$ cat config.mk
export PLATFORM = sky130hd
export DESIGN_NAME = stuffed_frame_receiver
export DESIGN_NICKNAME = d
export VERILOG_FILES = /design/src/rtl/core/sfr_pkg.sv /design/src/rtl/core/sfr_deframe.sv /design/src/rtl/core/sfr_out_fifo.sv /design/src/rtl/core/stuffed_frame_receiver.sv
export VERILOG_INCLUDE_DIRS = /design/src /design/src/rtl/core
export SDC_FILE = /design/constraint.sdc
export NUM_CORES = 1
export LEC_CHECK = 0
export ABC_AREA = 1
export BUFFER_PORTS_ARGS = -buffer_cell sky130_fd_sc_hd__buf_4
export CAP_MARGIN = 10
export CORE_ASPECT_RATIO = 1.75
export CORE_UTILIZATION = 60
export CTS_BUF_LIST = sky130_fd_sc_hd__clkbuf_4
export DETAILED_ROUTE_END_ITERATION = 8
export GPL_TIMING_DRIVEN = 0
export PLACE_DENSITY = 0.77
export SLEW_MARGIN = 20
export SYNTH_ARGS = -nofsm -noshare
export SYNTH_HDL_FRONTEND = slang
export SYNTH_SLANG_ARGS = --single-unit
export TNS_END_PERCENT = 5
$ cat constraint.sdc
create_clock -name i_clk -period 5.5 [get_ports i_clk]
set_input_delay 0.275 -clock i_clk [delete_from_list [all_inputs] [get_ports i_clk]]
set_output_delay 0.275 -clock i_clk [all_outputs]
set_load 0.03 [all_outputs]
$ cat src/rtl/core/stuffed_frame_receiver_defines.svh
// assertion macros used by the receiver top level
`ifndef STUFFED_FRAME_RECEIVER_DEFINES_SVH
`define STUFFED_FRAME_RECEIVER_DEFINES_SVH

`ifndef SYNTHESIS

// property must hold at every clock edge outside reset
`define SFR_ASSERT(label, clk, rst_n, prop) \
    label: assert property (@(posedge clk) disable iff (!rst_n) prop) \
        else $error("sfr assertion failed");

// expression must never be true outside reset
`define SFR_ASSERT_NEVER(label, clk, rst_n, expr) \
    label: assert property (@(posedge clk) disable iff (!rst_n) !(expr)) \
        else $error("sfr forbidden condition seen");

`else

`define SFR_ASSERT(label, clk, rst_n, prop)
`define SFR_ASSERT_NEVER(label, clk, rst_n, expr)

`endif

`endif

$ cat src/rtl/core/sfr_pkg.sv
package sfr_pkg;

    localparam logic [7:0]  MARKER_BYTE     = 8'h5A;
    localparam logic [7:0]  ESCAPE_BYTE     = 8'h5B;
    localparam logic [7:0]  ESC_CODE_MARKER = 8'h01;
    localparam logic [7:0]  ESC_CODE_ESCAPE = 8'h02;
    localparam logic [15:0] COUNT_MAX       = 16'hFFFF;
    localparam logic [15:0] HEADER_BYTES    = 16'd2;
    localparam logic [15:0] MIN_PAYLOAD     = 16'd4;
    localparam logic [16:0] LENGTH_EXTRA    = 17'd2;

    localparam int FIFO_DEPTH = 4;
    localparam int FIFO_AW    = $clog2(FIFO_DEPTH);

    typedef enum logic [1:0] {
        ST_OK    = 2'd0,
        ST_SHORT = 2'd1,
        ST_LEN   = 2'd2,
        ST_SUM   = 2'd3
    } t_status;

    // one result item
    typedef struct packed {
        logic [7:0] data;
        logic       last;
        t_status    status;
    } t_rec;

    // up to two results handed to the output queue in one cycle
    typedef struct packed {
        logic [1:0] n;
        t_rec       rec0;
        t_rec       rec1;
    } t_push;

    // output queue status seen by the top level
    typedef struct packed {
        logic [FIFO_AW:0] level;
        logic             can_take;
    } t_fifo_stat;

    typedef struct packed {
        logic        in_frame;
        logic        esc;
        logic [15:0] count;
        logic [15:0] decl_len;
        logic [7:0]  sum;
        logic [7:0]  held;
        logic        held_valid;
    } t_frame_state;

    typedef struct packed {
        t_frame_state st;
        logic         emit;
        logic [7:0]   data;
    } t_take;

endpackage

$ cat src/rtl/core/sfr_deframe.sv
module sfr_deframe
    import sfr_pkg::*;
(
    input  logic       i_clk,
    input  logic       i_rst_n,
    input  logic       i_fire,
    input  logic [7:0] i_byte,
    output t_push      o_push
);

    t_frame_state r_st, n_st;

    // one unescaped payload byte into the frame state
    function automatic t_take take_payload(t_frame_state s, logic [7:0] b);
        t_take t;
        t      = '0;
        t.st   = s;
        if (s.count < HEADER_BYTES) begin
            t.st.decl_len = {s.decl_len[7:0], b};
            t.st.sum      = s.sum + b;
        end else begin
            if (s.held_valid) begin
                t.emit   = 1'b1;
                t.data   = s.held;
                t.st.sum = s.sum + s.held;
            end
            t.st.held       = b;
            t.st.held_valid = 1'b1;
        end
        if (s.count != COUNT_MAX) begin
            t.st.count = s.count + 16'd1;
        end
        return t;
    endfunction

    t_frame_state s0, s1, s2;
    t_take        t1, t2;
    logic         en1, en2, close;
    logic [7:0]   a1;
    t_status      status;
    t_rec         d1, d2, er;
    logic         e1, e2;

    always_comb begin
        s0    = r_st;
        en1   = 1'b0;
        en2   = 1'b0;
        a1    = ESCAPE_BYTE;
        close = 1'b0;

        if (!r_st.in_frame) begin
            if (i_byte == MARKER_BYTE) begin
                s0          = '0;
                s0.in_frame = 1'b1;
            end
        end else if (i_byte == MARKER_BYTE) begin
            // dangling escape before the closing marker is a literal 5b
            close  = 1'b1;
            en1    = r_st.esc;
            s0.esc = 1'b0;
        end else if (r_st.esc) begin
            en1    = 1'b1;
            a1     = (i_byte == ESC_CODE_MARKER) ? MARKER_BYTE : ESCAPE_BYTE;
            en2    = (i_byte != ESC_CODE_MARKER) && (i_byte != ESC_CODE_ESCAPE)
                     && (i_byte != ESCAPE_BYTE);
            s0.esc = (i_byte == ESCAPE_BYTE);
        end else if (i_byte == ESCAPE_BYTE) begin
            s0.esc = 1'b1;
        end else begin
            en1 = 1'b1;
            a1  = i_byte;
        end

        t1 = take_payload(s0, a1);
        s1 = en1 ? t1.st : s0;
        t2 = take_payload(s1, i_byte);
        s2 = en2 ? t2.st : s1;

        priority if (s2.count < MIN_PAYLOAD) begin
            status = ST_SHORT;
        end else if ({1'b0, s2.decl_len} != ({1'b0, s2.count} + LENGTH_EXTRA)) begin
            status = ST_LEN;
        end else if (s2.sum != s2.held) begin
            status = ST_SUM;
        end else begin
            status = ST_OK;
        end

        if (close) begin
            s2.in_frame = 1'b0;
        end

        e1 = en1 & t1.emit;
        e2 = en2 & t2.emit;
        d1 = '{data: t1.data, last: 1'b0, status: ST_OK};
        d2 = '{data: t2.data, last: 1'b0, status: ST_OK};
        er = '{data: 8'h00, last: 1'b1, status: status};

        // pack the results into the lowest slots, in order
        o_push = '0;
        if (i_fire) begin
            if (e1) begin
                o_push.rec0 = d1;
                o_push.rec1 = e2 ? d2 : er;
                o_push.n    = 2'd1 + {1'b0, (e2 | close)};
            end else if (e2) begin
                o_push.rec0 = d2;
                o_push.rec1 = er;
                o_push.n    = 2'd1 + {1'b0, close};
            end else begin
                o_push.rec0 = er;
                o_push.rec1 = er;
                o_push.n    = {1'b0, close};
            end
        end

        n_st = i_fire ? s2 : r_st;
    end

    always_ff @(posedge i_clk) begin
        if (!i_rst_n) begin
            r_st <= '0;
        end else begin
            r_st <= n_st;
        end
    end

endmodule

$ cat src/rtl/core/sfr_out_fifo.sv
module sfr_out_fifo
    import sfr_pkg::*;
(
    input  logic       i_clk,
    input  logic       i_rst_n,
    input  t_push      i_push,
    input  logic       i_pop,
    output t_rec       o_head,
    output t_fifo_stat o_stat
);

    t_rec                r_mem [FIFO_DEPTH];
    logic [FIFO_AW-1:0]  r_wp, n_wp;
    logic [FIFO_AW-1:0]  r_rp, n_rp;
    logic [FIFO_AW:0]    r_level, n_level;
    logic [FIFO_AW-1:0]  wp1;

    always_comb begin
        wp1     = r_wp + FIFO_AW'(1);
        n_wp    = r_wp + i_push.n[FIFO_AW-1:0];
        n_rp    = r_rp + FIFO_AW'(i_pop);
        n_level = r_level + (FIFO_AW+1)'(i_push.n) - (FIFO_AW+1)'(i_pop);
    end

    always_ff @(posedge i_clk) begin
        if (i_push.n != 2'd0) begin
            r_mem[r_wp] <= i_push.rec0;
        end
        if (i_push.n == 2'd2) begin
            r_mem[wp1] <= i_push.rec1;
        end
    end

    always_ff @(posedge i_clk) begin
        if (!i_rst_n) begin
            r_wp    <= '0;
            r_rp    <= '0;
            r_level <= '0;
        end else begin
            r_wp    <= n_wp;
            r_rp    <= n_rp;
            r_level <= n_level;
        end
    end

    assign o_head          = r_mem[r_rp];
    assign o_stat.level    = r_level;
    // room for two results, whatever the consumer does this cycle
    assign o_stat.can_take = (r_level <= (FIFO_AW+1)'(FIFO_DEPTH - 2));

endmodule

$ cat src/rtl/core/stuffed_frame_receiver.sv
// stuffed_frame_receiver: byte-stuffed frame deframer with additive checksum
// path: an accepted line byte is registered in the input register, then its results are written to the result queue
// throughput: one line byte per cycle while the message side keeps up; the input
//   stalls whenever more than two results wait in the four-entry result queue
// reset: i_rst_n synchronous active low; hunting for a marker, queue empty,
//   line side not ready while reset is held
`include "stuffed_frame_receiver_defines.svh"

module stuffed_frame_receiver
    import sfr_pkg::*;
(
    input  logic       i_clk,
    input  logic       i_rst_n,
    // line side
    input  logic       i_s_tvalid,
    output logic       o_s_tready,
    input  logic [7:0] i_s_tdata,   // [7:0] in_byte
    // message side
    output logic       o_m_tvalid,
    input  logic       i_m_tready,
    output logic [7:0] o_m_tdata,   // [7:0] out_byte
    output logic       o_m_tlast,   // frame_end, closes a frame with its status
    output logic [1:0] o_m_tuser    // [1:0] frame_status
);

    // input register: one line byte waiting for the deframer
    logic       r_in_valid, n_in_valid;
    logic [7:0] r_in_byte;

    logic       proc_fire;
    logic       s_accept;
    logic       m_pop;
    t_push      push;
    t_rec       head;
    t_fifo_stat fstat;

    // a held byte moves on once the queue can take both of its possible results
    assign proc_fire  = r_in_valid & fstat.can_take;
    assign o_s_tready = i_rst_n & (~r_in_valid | proc_fire);
    assign s_accept   = i_s_tvalid & o_s_tready;
    assign n_in_valid = s_accept | (r_in_valid & ~proc_fire);

    always_ff @(posedge i_clk) begin
        if (!i_rst_n) begin
            r_in_valid <= 1'b0;
        end else begin
            r_in_valid <= n_in_valid;
        end
    end

    always_ff @(posedge i_clk) begin
        if (s_accept) begin
            r_in_byte <= i_s_tdata;
        end
    end

    // marker hunt, unescape, length and checksum tracking
    sfr_deframe u_deframe (
        .i_clk   (i_clk),
        .i_rst_n (i_rst_n),
        .i_fire  (proc_fire),
        .i_byte  (r_in_byte),
        .o_push  (push)
    );

    // result queue, parts the deframer from a stalling consumer
    sfr_out_fifo u_out_fifo (
        .i_clk   (i_clk),
        .i_rst_n (i_rst_n),
        .i_push  (push),
        .i_pop   (m_pop),
        .o_head  (head),
        .o_stat  (fstat)
    );

    assign o_m_tvalid = (fstat.level != '0);
    assign m_pop      = o_m_tvalid & i_m_tready;
    assign o_m_tdata  = head.data;
    assign o_m_tlast  = head.last;
    assign o_m_tuser  = head.status;

    // queue never overfills
    `SFR_ASSERT_NEVER(a_level_bound, i_clk, i_rst_n, fstat.level > (FIFO_AW+1)'(FIFO_DEPTH))

    // results only ever pushed while the queue had room for two
    `SFR_ASSERT(a_push_room, i_clk, i_rst_n, (push.n != 2'd0) |-> fstat.can_take)

    // a data item carries no status
    `SFR_ASSERT(a_data_status, i_clk, i_rst_n, (o_m_tvalid && !o_m_tlast) |-> (o_m_tuser == ST_OK))

    // a byte held back by a queue without room for two results is still there next cycle
    `SFR_ASSERT(a_in_hold, i_clk, i_rst_n, (r_in_valid && !proc_fire) |=> r_in_valid)

endmodule
* Word-level counts from Yosys, hierarchy flattened
Memory sizes are Yosys's and may differ from the RTL's. A register that Yosys moved wholly into a read port is not among the register bits.
Cells that the tools add are included.
W data, S select, Z words.
** Cells by class
- $add $sub $neg :: 14
- Multipliers :: 0
- Div/mod/pow operators :: 0
- Order comparisons :: 4
- Eq/ne operators :: 11
- Shifts and indexed selects :: 0
- Muxes and demuxes :: 48
- Bitwise operators :: 12
- Reduce and logical (&&, ||, !) cells :: 4
** Operator list (count)
- $mux W49 :: 3
- $mux W24 :: 3
- $mux W16 :: 4
- $mux W8 :: 8
- $mux W51 :: 1
- $mux W18 :: 2
- $add A16 B1 Y16 const B :: 2
- $add A8 B8 Y8 :: 4
- $lt A16 B2 Y1 const B :: 2
- $ne A16 B16 Y1 const B :: 2
- $mux W1 :: 20
- $mux W9 :: 2
- $add A16 B2 Y17 const B :: 1
- $ne A16 B17 Y1 :: 1
- $eq A8 B7 Y1 const B :: 2
- $lt A16 B3 Y1 const B :: 1
- $mux W11 :: 1
- $eq A8 B1 Y1 const B :: 1
- $mux W2 :: 4
- $ne A8 B1 Y1 const B :: 1
- $ne A8 B2 Y1 const B :: 1
- $ne A8 B7 Y1 const B :: 1
- $ne A8 B8 Y1 :: 1
- $and A1 B1 Y1 :: 7
- other kinds (13) :: 18
** Storage, ports and cells
- Bits in registers :: 67
- Latch bits :: 0
- Bits in writable memories :: 44
- Memory bits (read-only) :: 0
- Bits of input ports :: 12
- Output and inout bits :: 13
- Logic and storage cells :: 106
- Memories :: 1
** Memory list
- u_out_fifo.r_mem :: depth 4, bits a word 11, rd ports 1, clocked after memory_dff 1, write ports 2, RTL line sfr_out_fifo.sv:12 : t_rec r_mem [FIFO_DEPTH];

* Logic depth before layout (Yosys ltp)
- Word-level depth :: 22
- Depth in mapped cells :: 41
- Gate-level depth less buffers :: 38

* By module
A second synthesis with hierarchy kept.
** Unflattened totals
- Cell total of the unflattened synthesis :: 1581
- Area, all modules :: 10488.8 µm²
** Modules (own cells, without submodules)
- sfr_deframe :: instances 1, cells an instance 1261, area an instance 7353.3 µm², seq. area each 1021.0 µm²
- sfr_out_fifo :: instances 1, cells an instance 297, area an instance 2810.2 µm², seq. area each 1461.4 µm²
- stuffed_frame_receiver :: instances 1, cells an instance 23, area an instance 325.3 µm², seq. area each 260.2 µm²

* Worst setup path after synthesis
Ideal clock, no wire load.
- Path type :: register to register
- Start :: register r_in_byte[2]
- End :: memory u_out_fifo.r_mem[0][1] in the netlist's numbering, data pin
- Library setup time :: 0.254 ns
- Arrival time :: 4.707 ns
- Data required time :: 5.246 ns
- Setup slack :: 0.538 ns
- Cell stages (with the launch flop) :: 36
- Buffers on the path :: 3
- Clock period less this slack :: 4.962 ns
- Cells stage by stage :: edfxtp_1 > inv_1 > nand2_1 > nor2_2 > nand3_4 > buf_6 > buf_6 > clkbuf_1 > nand2_1 > inv_1 > ha_1 > a21o_1 > a31oi_1 > or2_2 > a31oi_1 > a221oi_1 > ha_1 > a21oi_1 > inv_1 > a31oi_1 > nor2_1 > o21ai_0 > nand2_1 > xnor2_1 > nor3_1 > nand2_1 > o31ai_1 > inv_1 > nand2_1 > nand2_1 > a21oi_1 > nand3_1 > nor2_1 > nand3_1 > nand2_1 > nor2_1
** RTL lines
- start, declared :: RTL line stuffed_frame_receiver.sv:28 : logic [7:0] r_in_byte;
- start signal, assigned :: RTL line stuffed_frame_receiver.sv:53 : r_in_byte <= i_s_tdata;
- end, declared :: RTL line sfr_out_fifo.sv:12

==> flow_summary.ini <==
[detailed_routing]
avgRoutedWirePerCell_um = 19.60
first_iter_violations = 715
post_drt_via_cell_ratio = 5.987
num_vias = 10526
ant_nets = 0
drc = 0
wl_um = 34450
dr.pass1.iters = 6

[logic_synthesis]
synth_edf_count = 52
synth_cell_types = 57
synth_warnings = 0
ys.flop_type = dfxtp_1
synth_area_per_cell_um2 = 6.565
synthCells = 1469
yosysSeqAreaShare_pct = 28.44
synth_async_sr_flop_share_pct = 0
syn_area_um2 = 9644
synth-seq-cells = 111
synthesis.nets = 1526

[hold_path]
hold_depth = 5
min_to = u_out_fifo.r_rp[0]$_SDFF_PN0_
hold_path.class = in2reg
hp-start = i_m_tready

[floorplanning]
io_pins = 25
die_h_um = 169.7
start_util_pct = 61.04
core_um2 = 15800
die-area_um2 = 16600
rows = 61
chipWidth_um = 97.84

[sta]
post-route-min-period_ns = 5.423
drv_slew = 0
fmax_ghz = 0.1844
setup_viol = 0
rsz0062_at_grt = true
fin_ws_ns = 0.07747
skew_ns = 0.02471
finalHoldViolations = 0
tightest_slew_ns = 0.9197
final.setup.tns_ns = 0
max_slew_margin_pct = 38.21
finalCritPeriodShare_pct = 98.59

[critical_path]
slowest_delay_ns = 0.56
r2r_start = r_in_byte[7]$_DFFE_PP_
cp_max_fo = 4
timing.rr.end = u_out_fifo.r_mem[3][1]$_DFFE_PP_
crit_buf_inv = 6
cp-end-kind = flip-flop
crit_type = reg2reg
critPathRequiredTime_ns = 5.81
r2r_cells = 28
crit_path_top_delay_cell = edfxtp_1
crit_path_frequent_cell = inv_2
rrSetupSlack_ns = 0.08
start_kind = flip-flop
critical_path_arrival_ns = 5.74
cp_top_family = simple AND/OR/NAND/NOR gates

[clock_tree]
clock-sinks = 111
root_buffer = clkbuf_4
tritoncts = yes
clock_latency_ns = 0.55
cts_inserted_buffers = 9
clk_path_buf_depth = 2
htree_levels = 3
clk_pin_slew_ns = 0.20

[cells_and_area]
final_area_um2 = 11360
fin_nets = 1620
synthToLayoutAreaGrowth_pct = 17.83
final_util_pct = 71.93
fill_cells = 1393
final_layout_size_suffix_gt1_share_pct = 18.94

[place]
dp_slack_ns = -0.9609
placed_cell_area_um2 = 10100
io_buffers = 24
dp_hpwl_um = 25810
gp_congestion = 1.057

[job]
drv_cap = 0

[power_and_ir_drop]
max-vdd-ir-drop_v = 0.0002016
power_mw = 3.549
leakagePower_nw = 5.418
p_per_area_nw_per_um2 = 312.3

[grt]
grt_max_degree = 23
grt_pass1_vias = 9872
track_usage_pct = 41.58
grt_overflow = 0
antenna_found_initial = 1
grt_pass1_wl_um = 51960

[run_status]
outcome = complete, no violations
[worst reg2reg max path, delay by kind of cell, from the launching register on]
kind / cells / cell delay (ns)
AOI/OAI and AO/OA: 5 / 1.39
adders and majority gates: 3 / 0.98
and+or+nand+nor: 13 / 1.57
buffers and inverters: 6 / 0.55
xor gates and xnor gates: 1 / 0.15
DFF: 1 / 0.56
[metal layers]
layer / part of all wire [%] / GRT usage (%) / up-vias
li1: - / - / 5024
met1: 34 / 40.52 / 4839
met2: 49 / 72.23 / 462
met3: 6.4 / 7.002 / 201
met4: 11 / 42.56 / 0
met5: 0 / 0 / -
[registers in the layout (all words and copies together) (netlist names)]
| name | cells |
|---|---|
| r_in_byte | 8 |
| u_out_fifo.r_level | 3 |
| u_deframe.r_st | 51 |
| u_out_fifo.r_rp | 2 |
| u_out_fifo.r_wp | 2 |
| u_out_fifo.r_mem | 44 |
| r_in_valid | 1 |
[placed cells by master (no fill, tap or decap), drive strengths merged, types with 10 or more instances in the layout]
cell | synthesis | routed
nand2 | 387 | 387
inv | 211 | 213
nor2 | 188 | 188
o21ai | 153 | 153
nand3 | 105 | 105
buf | 20 | 94
a21oi | 62 | 62
dfxtp | 59 | 59
edfxtp | 52 | 52
ha | 40 | 40
clkbuf | 26 | 34
xor2 | 22 | 22
nand4 | 22 | 22
xnor2 | 17 | 17
o211ai | 14 | 14
o22ai | 12 | 12
nor3 | 11 | 11
dlygate4sd3 | 0 | 10
or2 | 10 | 10
[worst max path at each step]
stage	to	cells past startpoint	slack [ns]	start
floorplan	u_out_fifo.r_mem[0][1]$_DFFE_PP_	35	0.54	r_in_byte[2]$_DFFE_PP_
global placement	u_out_fifo.r_mem[3][7]$_DFFE_PP_	28	-0.98	r_in_byte[1]$_DFFE_PP_
detailed placement	u_out_fifo.r_mem[3][1]$_DFFE_PP_	34	-0.96	r_in_byte[5]$_DFFE_PP_
CTS	u_out_fifo.r_mem[3][9]$_DFFE_PP_	36	-0.007	r_in_byte[2]$_DFFE_PP_
global route	u_out_fifo.r_mem[2][0]$_DFFE_PP_	30	-0.19	r_in_byte[7]$_DFFE_PP_
finish	u_out_fifo.r_mem[3][1]$_DFFE_PP_	28	0.08	r_in_byte[7]$_DFFE_PP_
[final cells by class]
class	instances	area (um2)	area share [%]
clock inverter	7	108.9	0.9579
multi-input combinational	1099	6445	56.72
sequential	111	2743	24.14
tap	189	236.5	2.081
inverter	213	799.5	7.036
buffer	46	289.0	2.543
timing repair buffer	83	671.9	5.913
antenna	1	2.502	0.02202
clock buffer	9	67.56	0.5946
[cells by family after synthesis]
family / Yosys count / synth area share [%]
buffers and inverters: 259 / 10.78
and+or+nand+nor: 739 / 34.89
DFF: 111 / 28.44
xor gates and xnor gates: 39 / 3.620
adders and majority gates: 45 / 6.227
AOI/OAI and AO/OA: 276 / 16.05
[synth_stat cells, types with 14 or more instances]
cell | number | area share [%]
xnor2_1 | 17 | 1.5
nand2_1 | 356 | 14
o21ai_1 | 14 | 0.73
o211ai_1 | 14 | 1.1
inv_1 | 194 | 7.6
inv_2 | 17 | 0.66
a21oi_1 | 62 | 3.2
nor2_1 | 155 | 6.0
xor2_1 | 21 | 1.9
nand2_2 | 29 | 1.9
ha_1 | 40 | 5.2
nor2_2 | 20 | 1.3
clkbuf_1 | 26 | 1.0
edfxtp_1 | 52 | 16
dfxtp_1 | 59 | 12
o21ai_0 | 137 | 7.1
nand3_1 | 98 | 5.1
nand4_1 | 20 | 1.3
[repair_timing]
action | 4_1_cts | 5_1_grt
setup endpoints to repair | 91 | 79
endpoints found under the hold margin | 10 | 0
gates resized for setup | 47 | 104
pin swaps | 13 | 55
hold buffers | 10 | 0
buffers inserted | 19 | 26
[report_power, final]
part	internal, mW	switching [mW]
logic	0.708	1.32
registers	0.939	0.0845
clock network	0.156	0.340
total	1.80	1.75
[through the flow]
step / cells / hold WS, ns
global route: 1758 / 0.4051
CTS: 1731 / 0.3375
floorplan: 1469 / 0.3739
detailed placement: 1686 / 0.4542
finish: 1758 / 0.3514
global placement: 1682 / 0.4531
(Power assumes the default switching activity.)
